**config.mk**
```make
export PLATFORM = sky130hd
export DESIGN_NAME = current_change_reporter
export DESIGN_NICKNAME = d
export VERILOG_FILES = /design/src/ccr_pkg.sv /design/src/ccr_apb_regs.sv /design/src/current_change_reporter.sv
export SDC_FILE = /design/constraint.sdc
export NUM_CORES = 1
export LEC_CHECK = 0
export BUFFER_PORTS_ARGS = -buffer_cell sky130_fd_sc_hd__buf_2
export CORE_MARGIN = 4
export CORE_UTILIZATION = 67
export CTS_CLUSTER_DIAMETER = 80
export DETAILED_ROUTE_END_ITERATION = 10
export PLACE_DENSITY = 0.87
export SLEW_MARGIN = 20
export SYNTH_ARGS = -nofsm -noshare
export SYNTH_HDL_FRONTEND = slang
export SYNTH_SLANG_ARGS = --single-unit
```
**constraint.sdc**
```tcl
create_clock -name i_clk -period 18.05 [get_ports i_clk]
set_input_delay 3.61 -clock i_clk [delete_from_list [all_inputs] [get_ports i_clk]]
set_output_delay 3.61 -clock i_clk [all_outputs]
set_load 0.01 [all_outputs]
```
**src/ccr_pkg.sv**
```systemverilog
// ----------------------------------------------------------------------------
// ccr_pkg
// Shared types and constants for the current change reporter: command codes,
// input and result transaction layouts, configuration register map.
// ----------------------------------------------------------------------------
package ccr_pkg;

    // Table size default
    localparam int CCR_NUM_SLOTS = 8;

    // Field widths
    localparam int CHAN_W = 3;
    localparam int MA_W   = 16;
    localparam int PCT_W  = 8;

    // Relative change is compared in percent
    localparam int PCT_SCALE = 100;

    // Configuration register map (APB byte address = 4 * index)
    localparam int CCR_ADDR_W   = 3;
    localparam int CCR_DATA_W   = 32;
    localparam int CCR_REG_IDX_W = 1;
    localparam logic [CCR_REG_IDX_W-1:0] REG_ZERO_LEVEL = 1'b0;
    localparam logic [CCR_REG_IDX_W-1:0] REG_MIN_CHANGE = 1'b1;

    // Reset values of the configuration registers
    localparam logic [MA_W-1:0]  ZERO_LEVEL_RST = 16'd100;
    localparam logic [PCT_W-1:0] MIN_CHANGE_RST = 8'd10;

    // Input commands
    typedef enum logic {
        CMD_REGISTER = 1'b0,
        CMD_SAMPLE   = 1'b1
    } t_cmd;

    // Input transaction
    typedef struct packed {
        t_cmd              command;
        logic [CHAN_W-1:0] channel;
        logic [MA_W-1:0]   current_ma;
    } t_in_item;

    // Result transaction
    typedef struct packed {
        logic [CHAN_W-1:0] channel_res;
        logic [MA_W-1:0]   current_ma_res;
    } t_out_item;

    // Configuration seen by the datapath
    typedef struct packed {
        logic [MA_W-1:0]  zero_level_ma;
        logic [PCT_W-1:0] min_change_pct;
    } t_cfg;

endpackage

```
**src/ccr_apb_regs.sv**
```systemverilog
// ----------------------------------------------------------------------------
// ccr_apb_regs
// APB register file holding the zero level and the minimum change percent.
// Writes complete in the access phase; reads return the register value.
// ----------------------------------------------------------------------------
module ccr_apb_regs import ccr_pkg::*; (
    input  logic                  i_clk,
    input  logic                  i_rst_n,
    input  logic                  psel,
    input  logic                  penable,
    input  logic                  pwrite,
    input  logic [CCR_ADDR_W-1:0] paddr,
    input  logic [CCR_DATA_W-1:0] pwdata,
    output logic [CCR_DATA_W-1:0] prdata,
    output logic                  pready,
    output t_cfg                  o_cfg
);

    logic [CCR_REG_IDX_W-1:0] w_idx;
    logic                     w_wr;
    t_cfg                     r_cfg;

    // Word index; byte offset bits are don't-care
    assign w_idx  = paddr[2 +: CCR_REG_IDX_W];
    assign w_wr   = psel && penable && pwrite;
    assign pready = 1'b1;
    assign o_cfg  = r_cfg;

    // Register writes
    always_ff @(posedge i_clk) begin
        if (!i_rst_n) begin
            r_cfg.zero_level_ma  <= ZERO_LEVEL_RST;
            r_cfg.min_change_pct <= MIN_CHANGE_RST;
        end else if (w_wr && pready) begin
            unique case (w_idx)
                REG_ZERO_LEVEL: r_cfg.zero_level_ma  <= pwdata[MA_W-1:0];
                REG_MIN_CHANGE: r_cfg.min_change_pct <= pwdata[PCT_W-1:0];
                default: ;
            endcase
        end
    end

    // Read mux
    always_comb begin
        prdata = '0;
        unique case (w_idx)
            REG_ZERO_LEVEL: prdata = CCR_DATA_W'(r_cfg.zero_level_ma);
            REG_MIN_CHANGE: prdata = CCR_DATA_W'(r_cfg.min_change_pct);
            default:        prdata = '0;
        endcase
    end

endmodule

```
**src/current_change_reporter.sv**
```systemverilog
// ----------------------------------------------------------------------------
// current_change_reporter
// Send-on-delta reporting of AC current over a small table of channels.
// ----------------------------------------------------------------------------
// The block takes one transaction per clock cycle while the result channel
// is not stalled. A report is valid in the result register once its input,
// held in the input register, has been processed into it. The whole channel
// lookup across the table, the zero clamp, the percent-change compare and
// the table update are done combinationally between those two registers, so
// back-to-back transactions see each other's table updates with no gap. A
// stalled result holds the result and input registers; the input stalls once
// both registers are full. Register commands never give a result; samples for
// unknown channels are dropped.
// ----------------------------------------------------------------------------
module current_change_reporter import ccr_pkg::*; #(
    parameter int NUM_SLOTS = CCR_NUM_SLOTS
) (
    input  logic                  i_clk,
    input  logic                  i_rst_n,
    // input channel
    input  logic                  i_in_valid,
    output logic                  o_in_stall,
    input  t_in_item              i_in_data,
    // result channel
    output logic                  o_out_valid,
    input  logic                  i_out_stall,
    output t_out_item             o_out_data,
    // configuration
    input  logic                  psel,
    input  logic                  penable,
    input  logic                  pwrite,
    input  logic [CCR_ADDR_W-1:0] paddr,
    input  logic [CCR_DATA_W-1:0] pwdata,
    output logic [CCR_DATA_W-1:0] prdata,
    output logic                  pready
);

    localparam int CNT_W = $clog2(NUM_SLOTS + 1);
    localparam int IDX_W = (NUM_SLOTS > 1) ? $clog2(NUM_SLOTS) : 1;
    localparam int LHS_W = MA_W + 7;
    localparam int RHS_W = MA_W + PCT_W;

    t_cfg w_cfg;

    // Input and result registers
    logic      r_in_valid;
    t_in_item  r_in;
    logic      r_out_valid;
    t_out_item r_out;

    // Slot table
    logic [CHAN_W-1:0] r_chan [NUM_SLOTS];
    logic [MA_W-1:0]   r_last [NUM_SLOTS];
    logic [NUM_SLOTS-1:0] r_force;
    logic [CNT_W-1:0]  r_count;

    logic                 w_adv;
    logic                 w_fire;
    logic                 w_hit;
    logic [IDX_W-1:0]     w_hit_idx;
    logic [IDX_W-1:0]     w_new_idx;
    logic [NUM_SLOTS-1:0] w_used;
    logic                 w_full;
    logic [MA_W-1:0]      w_last;
    logic                 w_forced;
    logic [MA_W-1:0]      w_reading;
    logic [MA_W-1:0]      w_diff;
    logic [LHS_W-1:0]     w_lhs;
    logic [RHS_W-1:0]     w_rhs;
    logic                 w_report;
    logic                 w_is_sample;
    logic                 w_n_out_valid;

    ccr_apb_regs u_regs (
        .i_clk   (i_clk),
        .i_rst_n (i_rst_n),
        .psel    (psel),
        .penable (penable),
        .pwrite  (pwrite),
        .paddr   (paddr),
        .pwdata  (pwdata),
        .prdata  (prdata),
        .pready  (pready),
        .o_cfg   (w_cfg)
    );

    // Handshake: process stage advances when the result register is empty or not stalled
    assign w_adv       = !r_out_valid || !i_out_stall;
    assign o_in_stall  = r_in_valid && !w_adv;
    assign w_fire      = r_in_valid && w_adv;
    assign o_out_valid = r_out_valid;
    assign o_out_data  = r_out;

    // Parallel channel lookup over the occupied slots
    always_comb begin
        w_hit     = 1'b0;
        w_hit_idx = '0;
        for (int i = NUM_SLOTS - 1; i >= 0; i--) begin
            w_used[i] = CNT_W'(i) < r_count;
            if (w_used[i] && r_chan[i] == r_in.channel) begin
                w_hit     = 1'b1;
                w_hit_idx = IDX_W'(i);
            end
        end
    end

    assign w_full    = r_count == CNT_W'(NUM_SLOTS);
    assign w_new_idx = r_count[IDX_W-1:0];
    assign w_last    = r_last[w_hit_idx];
    assign w_forced  = r_force[w_hit_idx];

    // Zero clamp and relative change test
    assign w_reading = (r_in.current_ma < w_cfg.zero_level_ma) ? '0 : r_in.current_ma;
    assign w_diff    = (w_reading >= w_last) ? (w_reading - w_last) : (w_last - w_reading);
    assign w_lhs     = LHS_W'(w_diff) * LHS_W'(PCT_SCALE);
    assign w_rhs     = RHS_W'(w_cfg.min_change_pct) * RHS_W'(w_last);
    assign w_report  = w_forced
                    || (w_last == '0 && w_reading != '0)
                    || (RHS_W'(w_lhs) > w_rhs);

    assign w_is_sample   = r_in.command == CMD_SAMPLE;
    assign w_n_out_valid = w_fire && w_is_sample && w_hit && w_report;

    // Control state: valids, fill count, force flags
    always_ff @(posedge i_clk) begin
        if (!i_rst_n) begin
            r_in_valid  <= 1'b0;
            r_out_valid <= 1'b0;
            r_count     <= '0;
            r_force     <= '0;
        end else begin
            if (!o_in_stall) begin
                r_in_valid <= i_in_valid;
            end
            if (w_adv) begin
                r_out_valid <= w_n_out_valid;
            end
            if (w_fire) begin
                case (r_in.command)
                    CMD_REGISTER: begin
                        if (w_hit) begin
                            r_force[w_hit_idx] <= 1'b1;
                        end else if (!w_full) begin
                            r_force[w_new_idx] <= 1'b0;
                            r_count            <= r_count + 1'b1;
                        end
                    end
                    CMD_SAMPLE: begin
                        if (w_hit) begin
                            r_force[w_hit_idx] <= 1'b0;
                        end
                    end
                    default: ;
                endcase
            end
        end
    end

    // Payload: input capture, slot contents, result
    always_ff @(posedge i_clk) begin
        if (i_in_valid && !o_in_stall) begin
            r_in <= i_in_data;
        end
        if (w_fire) begin
            case (r_in.command)
                CMD_REGISTER: begin
                    if (!w_hit && !w_full) begin
                        r_chan[w_new_idx] <= r_in.channel;
                        r_last[w_new_idx] <= '0;
                    end
                end
                CMD_SAMPLE: begin
                    if (w_hit && w_report) begin
                        r_last[w_hit_idx] <= w_reading;
                    end
                end
                default: ;
            endcase
        end
        if (w_adv && w_n_out_valid) begin
            r_out.channel_res    <= r_in.channel;
            r_out.current_ma_res <= w_reading;
        end
    end

    // Checks
    a_count_range: assert property (@(posedge i_clk) disable iff (!i_rst_n)
        r_count <= CNT_W'(NUM_SLOTS))
        else $error("slot count above table size");

    a_force_in_use: assert property (@(posedge i_clk) disable iff (!i_rst_n)
        (r_force & ~w_used) == '0)
        else $error("force flag set on an unused slot");

    a_result_source: assert property (@(posedge i_clk) disable iff (!i_rst_n)
        $rose(o_out_valid) |-> $past(r_in_valid))
        else $error("result appeared without a transaction in process");

    a_stall_cause: assert property (@(posedge i_clk) disable iff (!i_rst_n)
        o_in_stall |-> (r_in_valid && r_out_valid && i_out_stall))
        else $error("input stalled with a free pipeline");

endmodule
```
# == Word-level counts from Yosys, hierarchy flattened ==
# Memory sizes are Yosys's and may differ from the RTL's.
# Index checks and enable logic that the tools add are counted.
# totals
wordCells,131
ff_bits,77
latchBits,0
mem_count,2
input_bits,62
mem_bits_rw,152
mem_bits_ro,0
# classes
n_bitwise,9
reduce_logical,38
eq_ne,11
mux,40
magnitude_cmp,15
mul,2
n_addsub,3
div_mod_pow,0
n_shift,0
# mem_list
name,depth,word_bits,read_ports,rd_clocked_by_memory_dff,wr,line,text
r_last,8,16,1,0,1,current_change_reporter.sv:53,logic [MA_W-1:0] r_last [NUM_SLOTS];
r_chan,8,3,8,0,1,current_change_reporter.sv:52,logic [CHAN_W-1:0] r_chan [NUM_SLOTS];
# op_table
op,count
32-bit one-hot mux with 2 select lines,1
16-bit two-way mux,3
16-bit subtractor,2
3-bit two-way mux,9
3-bit equality test,8
23-bit by 24-bit > comparator with 1-bit output,1
8-bit by 16-bit multiplier with 24-bit output,1
8-bit two-way mux,3
1-bit logical AND,22
16-bit by 5-bit multiplier with 21-bit output (second input constant),1
1-bit two-way mux,20
8-bit bitwise AND,2
16-bit greater-or-equal comparator,1
16-bit zero test,1
16-bit < comparator,1
3-bit by 4-bit < comparator with 1-bit output (first input constant),4
8-bit NOT,2
8-bit one-hot mux with 2 select lines,1
16-bit nonzero test,1
16-bit OR reduction,1
1-bit by 4-bit < comparator with 1-bit output (first input constant),2
2-bit by 4-bit < comparator with 1-bit output (first input constant),2
3-bit by 4-bit < comparator with 1-bit output (second input constant),2
8-bit OR,1
13 further kinds,26

# == Depth between registers and ports, before layout ==
# An unclocked memory read counts as a cell.
# logic_depth
ltp_word,24
depth_mapped,53
depth_no_buf,47

# == Cells and area by module ==
# A second synthesis with hierarchy kept.
# unflattened
cells_unflattened,1763
hier_area_um2,17825.8
# modules_own_cells
module,instances,seq_area_each_um2,cells_per_inst,area_each_um2
current_change_reporter,1,6015.8,1622,16538.4
ccr_apb_regs,1,480.5,141,1287.5

# == Least setup slack after synthesis ==
# No wires, ideal clock.
# synth_timing
path_type,reg2reg
start,register r_in[18] in the netlist's numbering
end,"memory r_last[4][0], enable pin"
setup_time_ps,416
slack_ps,6242
required_ps,17634
stages_incl_launch_ff,49
path_buffers,6
arrival_time_ps,11393
path_cell_list,edfxtp_1 buf_6 xor2_1 nor4_4 nor2_1 a211o_1 a21boi_2 buf_4 clkbuf_1 nor2_1 o311a_1 ha_1 clkbuf_1 a21o_1 a21oi_1 o21ai_0 a211oi_2 a21oi_1 [... 13 more ...] a21oi_1 nor2b_1 o21a_1 o31a_1 o41ai_1 o21bai_1 a21oi_1 xnor2_1 ha_1 o21ai_0 nand2b_1 a21oi_1 a2111oi_0 o21ai_0 a211o_1 o211a_1 buf_6 o32ai_1
# synth_via
elab_chain_cells,23
word_cells_on_any_way,60
cone_classes,add/sub (2); mul (2); order compare (2); eq/ne (8); mux (29); reduce/logical (16); memory (1)
# synth_lines
element,line,text
from (decl),current_change_reporter.sv:47,t_in_item r_in;
from (signal assigned),current_change_reporter.sv:162,r_in <= i_in_data;
3-bit equality test,current_change_reporter.sv:100,if (w_used[i] && r_chan[i] == r_in.channel) begin
1-bit logical AND,current_change_reporter.sv:100,
3-bit two-way mux (8 in series),current_change_reporter.sv:100,
memory read 8 x 16 bit,--,
16-bit subtractor or 16-bit greater-or-equal comparator (tied branches),current_change_reporter.sv:114,assign w_diff = (w_reading >= w_last) ? (w_reading - w_last) : (w_last - w_reading);
16-bit two-way mux,current_change_reporter.sv:114,
16-bit by 5-bit multiplier with 21-bit output,current_change_reporter.sv:115,assign w_lhs = LHS_W'(w_diff) * LHS_W'(PCT_SCALE);
23-bit by 24-bit > comparator with 1-bit output,current_change_reporter.sv:119,|| (RHS_W'(w_lhs) > w_rhs);
1-bit logical OR,current_change_reporter.sv:119,
1-bit logical AND,current_change_reporter.sv:173,if (w_hit && w_report) begin
1-bit two-way mux,current_change_reporter.sv:173,
1-bit two-way mux,current_change_reporter.sv:165,case (r_in.command)
1-bit two-way mux,current_change_reporter.sv:164,if (w_fire) begin
1-bit two-way mux (implied by the code),current_change_reporter.sv:174,r_last[w_hit_idx] <= w_reading;
16-bit OR reduction (no source line),--,
3-bit two-way mux (no source line) or 1-bit two-way mux (tied branches),--,
to (decl),current_change_reporter.sv:53,
# Parallel ways exist; a longest one is shown, timed or not. The select of a mux whose other input is x is not followed.

# == Worst setup path in the final report ==
# layout_timing
start,register r_in[16] in the netlist's numbering
end,"memory r_last[2][12], enable pin"
# The elaborated chain is that of the path after synthesis.

==> flow_summary.ini <==
[drt]
amount_of_wire_on_met3_after_detailed_routing_mm = 5.31
routed-via-count = 13300
drt_drc_violations_left = 0
route.layer.met1.wl_mm = 16.9
detailedRoute.firstPassIterationCount = 6
post_route_antenna_net_violation_count = 0
dr.first_iter.drc_count = 1452
drt-total-wl_mm = 44.6
route.detailed.vias_per_inst = 6.31
highest_layer = met5
routed_met2_length_mm = 20.1
routed_wire_length_per_instance_um = 21.1

[worst_setup_path]
path_max_fanout = 33
timing.rr.start = r_in[16]$_DFFE_PP_
reg2reg_to = r_last[2][12]$_DFFE_PP_
cp-end-kind = flip-flop
r2r_slack_ns = 4.40
startpoint = r_in[16]$_DFFE_PP_
worst_ep_arrival_time_ns = 13.79
rr_worst_depth = 45
cp_slowest_stage_delay_ns = 0.91
critPathCapture = r_last[2][12]$_DFFE_PP_
critical_path_class = flip-flop to flip-flop
data_required_critical_path_ns = 18.19
critical_path.slowest_cell = sky130_fd_sc_hd__o21bai_2
worstSetupStartpointType = flip-flop

[placed_design]
hpwl_mm = 32.8
portBuffers = 80
placement.setup.worst_slack_ns = 4.72
place.gp.congestion = 1.02

[logic_synthesis]
mappedNetlistArea_um2 = 17300
netlist_instances = 1712
synthArstFlopShare = 0
synthesis.yosys.warnings = 0
ys_seq_area_frac = 0.376
mean_post_synth_cell_area_um2 = 10.1
synthDistinctLibCells = 85
synth_edf_count = 191
synthFlopType = sky130_fd_sc_hd__edfxtp_1
number_of_synthesized_register_bits = 229

[global_routing]
overflow = 0
grt_first_pass_wirelength_mm = 70.8
grt_usage = 0.312
maximum_number_of_pins_on_one_net_before_global_route_repair = 39
grt_pass1_vias = 13500
grt_antenna_before_repair = 0

[pwr]
power-per-cell-area_nw_per_um2 = 119
irDropWorstVdd_uv = 149
leakage_power_nw = 7.70

[clocking]
postCtsSetupRepairBufs = 0
clk_latency_ns = 0.55
cts.htree.levels = 1
cts.sinks = 229
path_clk_slew_ns = 0.06
cts_resized = 0
hold_buffers = 0
tritoncts_clock_tree = done
max-clock-path-buffers = 3
cts-buffers-inserted = 23
clk_root_buffer_cell = sky130_fd_sc_hd__clkbuf_16

[floorplanning]
placement_rows = 58
core_area_um2 = 25300
die-width_um = 169
initial_utilization = 0.683
die_h_um = 169
die_footprint_um2 = 28500
total_i_o_pin_count = 116

[final_layout]
antenna_cells_inserted = 0
layout-drive-gt1-share = 0.0947
fin_nets = 2092
mostFrequentLayoutCells = 226 x sky130_fd_sc_hd__inv_1, 193 x sky130_fd_sc_hd__nand2_1, 191 x sky130_fd_sc_hd__edfxtp_1, 166 x sky130_fd_sc_hd__ha_1, 143 x sky130_fd_sc_hd__nor2_1
most_common_library_cell_in_the_layout_ignoring_fill_and_taps = sky130_fd_sc_hd__inv_1
synthToLayoutAreaGrowth_pct = 7.39

[timing]
timing.final.ws_setup_ns = 4.40
finalCriticalPeriod_ns = 13.65
final_max_slew_viol_count = 0
fin_worst_skew_ns = 0.0327
finalSetupViolations = 0
finalHoldViolations = 0
slew_headroom = 0.260
upper_clock_frequency_limit_mhz = 73.3
layout_worst_path_cycle_share = 0.756
rsz_0062_raised_after_global_routing = false
finalSetupTns_ns = 0
worst-slew-pin-transition_ns = 1.11

[job]
max-cap-violations = 0

[worst_hold_path]
hold_path.class = flip-flop to flip-flop

[status]
run_status = finished clean
## metal layers
metal | up-vias | global-route usage
li1 | 5997 | -
met1 | 6199 | 0.418
met2 | 926 | 0.498
met3 | 212 | 0.0712
met4 | 3 | 0.122
met5 | - | 0.00870
## worst min-delay path by stage
stage | depth (start not counted) | end | start | slack (ns)
6_report | 2 | u_regs.o_cfg[17]$_SDFFE_PN0P_ | u_regs.o_cfg[17]$_SDFFE_PN0P_ | 0.47
5_1_grt | 2 | u_regs.o_cfg[18]$_SDFFE_PN0P_ | u_regs.o_cfg[18]$_SDFFE_PN0P_ | 0.50
4_1_cts | 2 | u_regs.o_cfg[17]$_SDFFE_PN0P_ | u_regs.o_cfg[17]$_SDFFE_PN0P_ | 0.47
3_5_place_dp | 2 | r_force[0]$_SDFFE_PN0P_ | r_force[0]$_SDFFE_PN0P_ | 0.46
3_3_place_gp | 2 | u_regs.o_cfg[22]$_SDFFE_PN0P_ | u_regs.o_cfg[22]$_SDFFE_PN0P_ | 0.45
2_1_floorplan | 2 | r_force[6]$_SDFFE_PN0P_ | r_force[6]$_SDFFE_PN0P_ | 0.44
## power by group
group	leakage (nW)	total, mW	switching (mW)	internal [mW]
combinational	5.53	1.16	0.662	0.502
sequential	1.83	0.584	0.00864	0.575
clock	0.345	0.459	0.203	0.256
total	7.70	2.21	0.873	1.33
## metrics by stage
step	power [mW]	cell area, um^2	hold slack (ns)	instances	utilization
final	2.21	18600	0.469	2114	0.733
after global routing	2.39	18600	0.497	2114	0.733
after CTS	2.20	18600	0.468	2114	0.733
after detailed placement	1.74	17800	0.459	2072	0.705
after global placement	1.69	17800	0.453	2072	0.705
after floorplan	1.46	17400	0.437	1727	-
## critical path: cells and delay by family, from the launching register on
| kind | cells | cell delay, ns |
|---|---|---|
| buffers and inverters | 6 | 1.09 |
| AOI/OAI and AO/OA | 25 | 7.40 |
| and+or+nand+nor | 4 | 0.78 |
| xor gates and xnor gates | 3 | 0.71 |
| DFF | 1 | 0.83 |
| adders and majority gates | 6 | 2.02 |
| muxes | 1 | 0.38 |
## cell type report
class	count	area, um^2
clock buffer	29	608
clock inverter	13	111
fill	1734	6750
inverter	227	852
multi-input combinational	1192	9590
sequential	229	6500
tap	330	413
timing repair buffer	94	505
## Yosys cell counts, types with 19 or more instances
| master | number | share of area |
|---|---|---|
| sky130_fd_sc_hd__inv_1 | 226 | 0.049 |
| sky130_fd_sc_hd__nand2_1 | 193 | 0.042 |
| sky130_fd_sc_hd__edfxtp_1 | 191 | 0.33 |
| sky130_fd_sc_hd__ha_1 | 166 | 0.12 |
| sky130_fd_sc_hd__nor2_1 | 144 | 0.031 |
| sky130_fd_sc_hd__fa_1 | 97 | 0.11 |
| sky130_fd_sc_hd__a21oi_1 | 73 | 0.021 |
| sky130_fd_sc_hd__o21ai_0 | 54 | 0.016 |
| sky130_fd_sc_hd__xnor2_1 | 47 | 0.024 |
| sky130_fd_sc_hd__dfxtp_1 | 38 | 0.044 |
| sky130_fd_sc_hd__xor2_1 | 37 | 0.019 |
| sky130_fd_sc_hd__clkbuf_1 | 32 | 0.0069 |
| sky130_fd_sc_hd__o22ai_1 | 28 | 0.010 |
| sky130_fd_sc_hd__buf_4 | 24 | 0.010 |
| sky130_fd_sc_hd__a21boi_0 | 23 | 0.010 |
| sky130_fd_sc_hd__a21o_1 | 21 | 0.0091 |
| sky130_fd_sc_hd__nand3_1 | 21 | 0.0061 |
| sky130_fd_sc_hd__o211ai_1 | 19 | 0.0082 |
## registers in the layout, indices dropped and copies added, names as in the netlist
| name | cells |
|---|---|
| r_chan | 24 |
| u_regs.o_cfg | 24 |
| o_out_valid | 1 |
| r_count | 4 |
| r_force | 8 |
| r_in | 19 |
| o_out_data | 19 |
| r_last | 128 |
| r_in_valid | 1 |
| w_is_sample | 1 |
## kinds of logic after synthesis
| family | Yosys count | synth area share |
|---|---|---|
| AO/OA/AOI/OAI | 340 | 0.140 |
| XOR/XNOR | 84 | 0.0425 |
| adder cells (fa/ha/maj) | 263 | 0.232 |
| buffers and inverters | 306 | 0.0759 |
| flip-flops | 229 | 0.376 |
| multiplexers | 15 | 0.00882 |
| other | 2 | 0.000434 |
| AND/OR/NAND/NOR | 473 | 0.124 |
(Power assumes the default switching activity.)
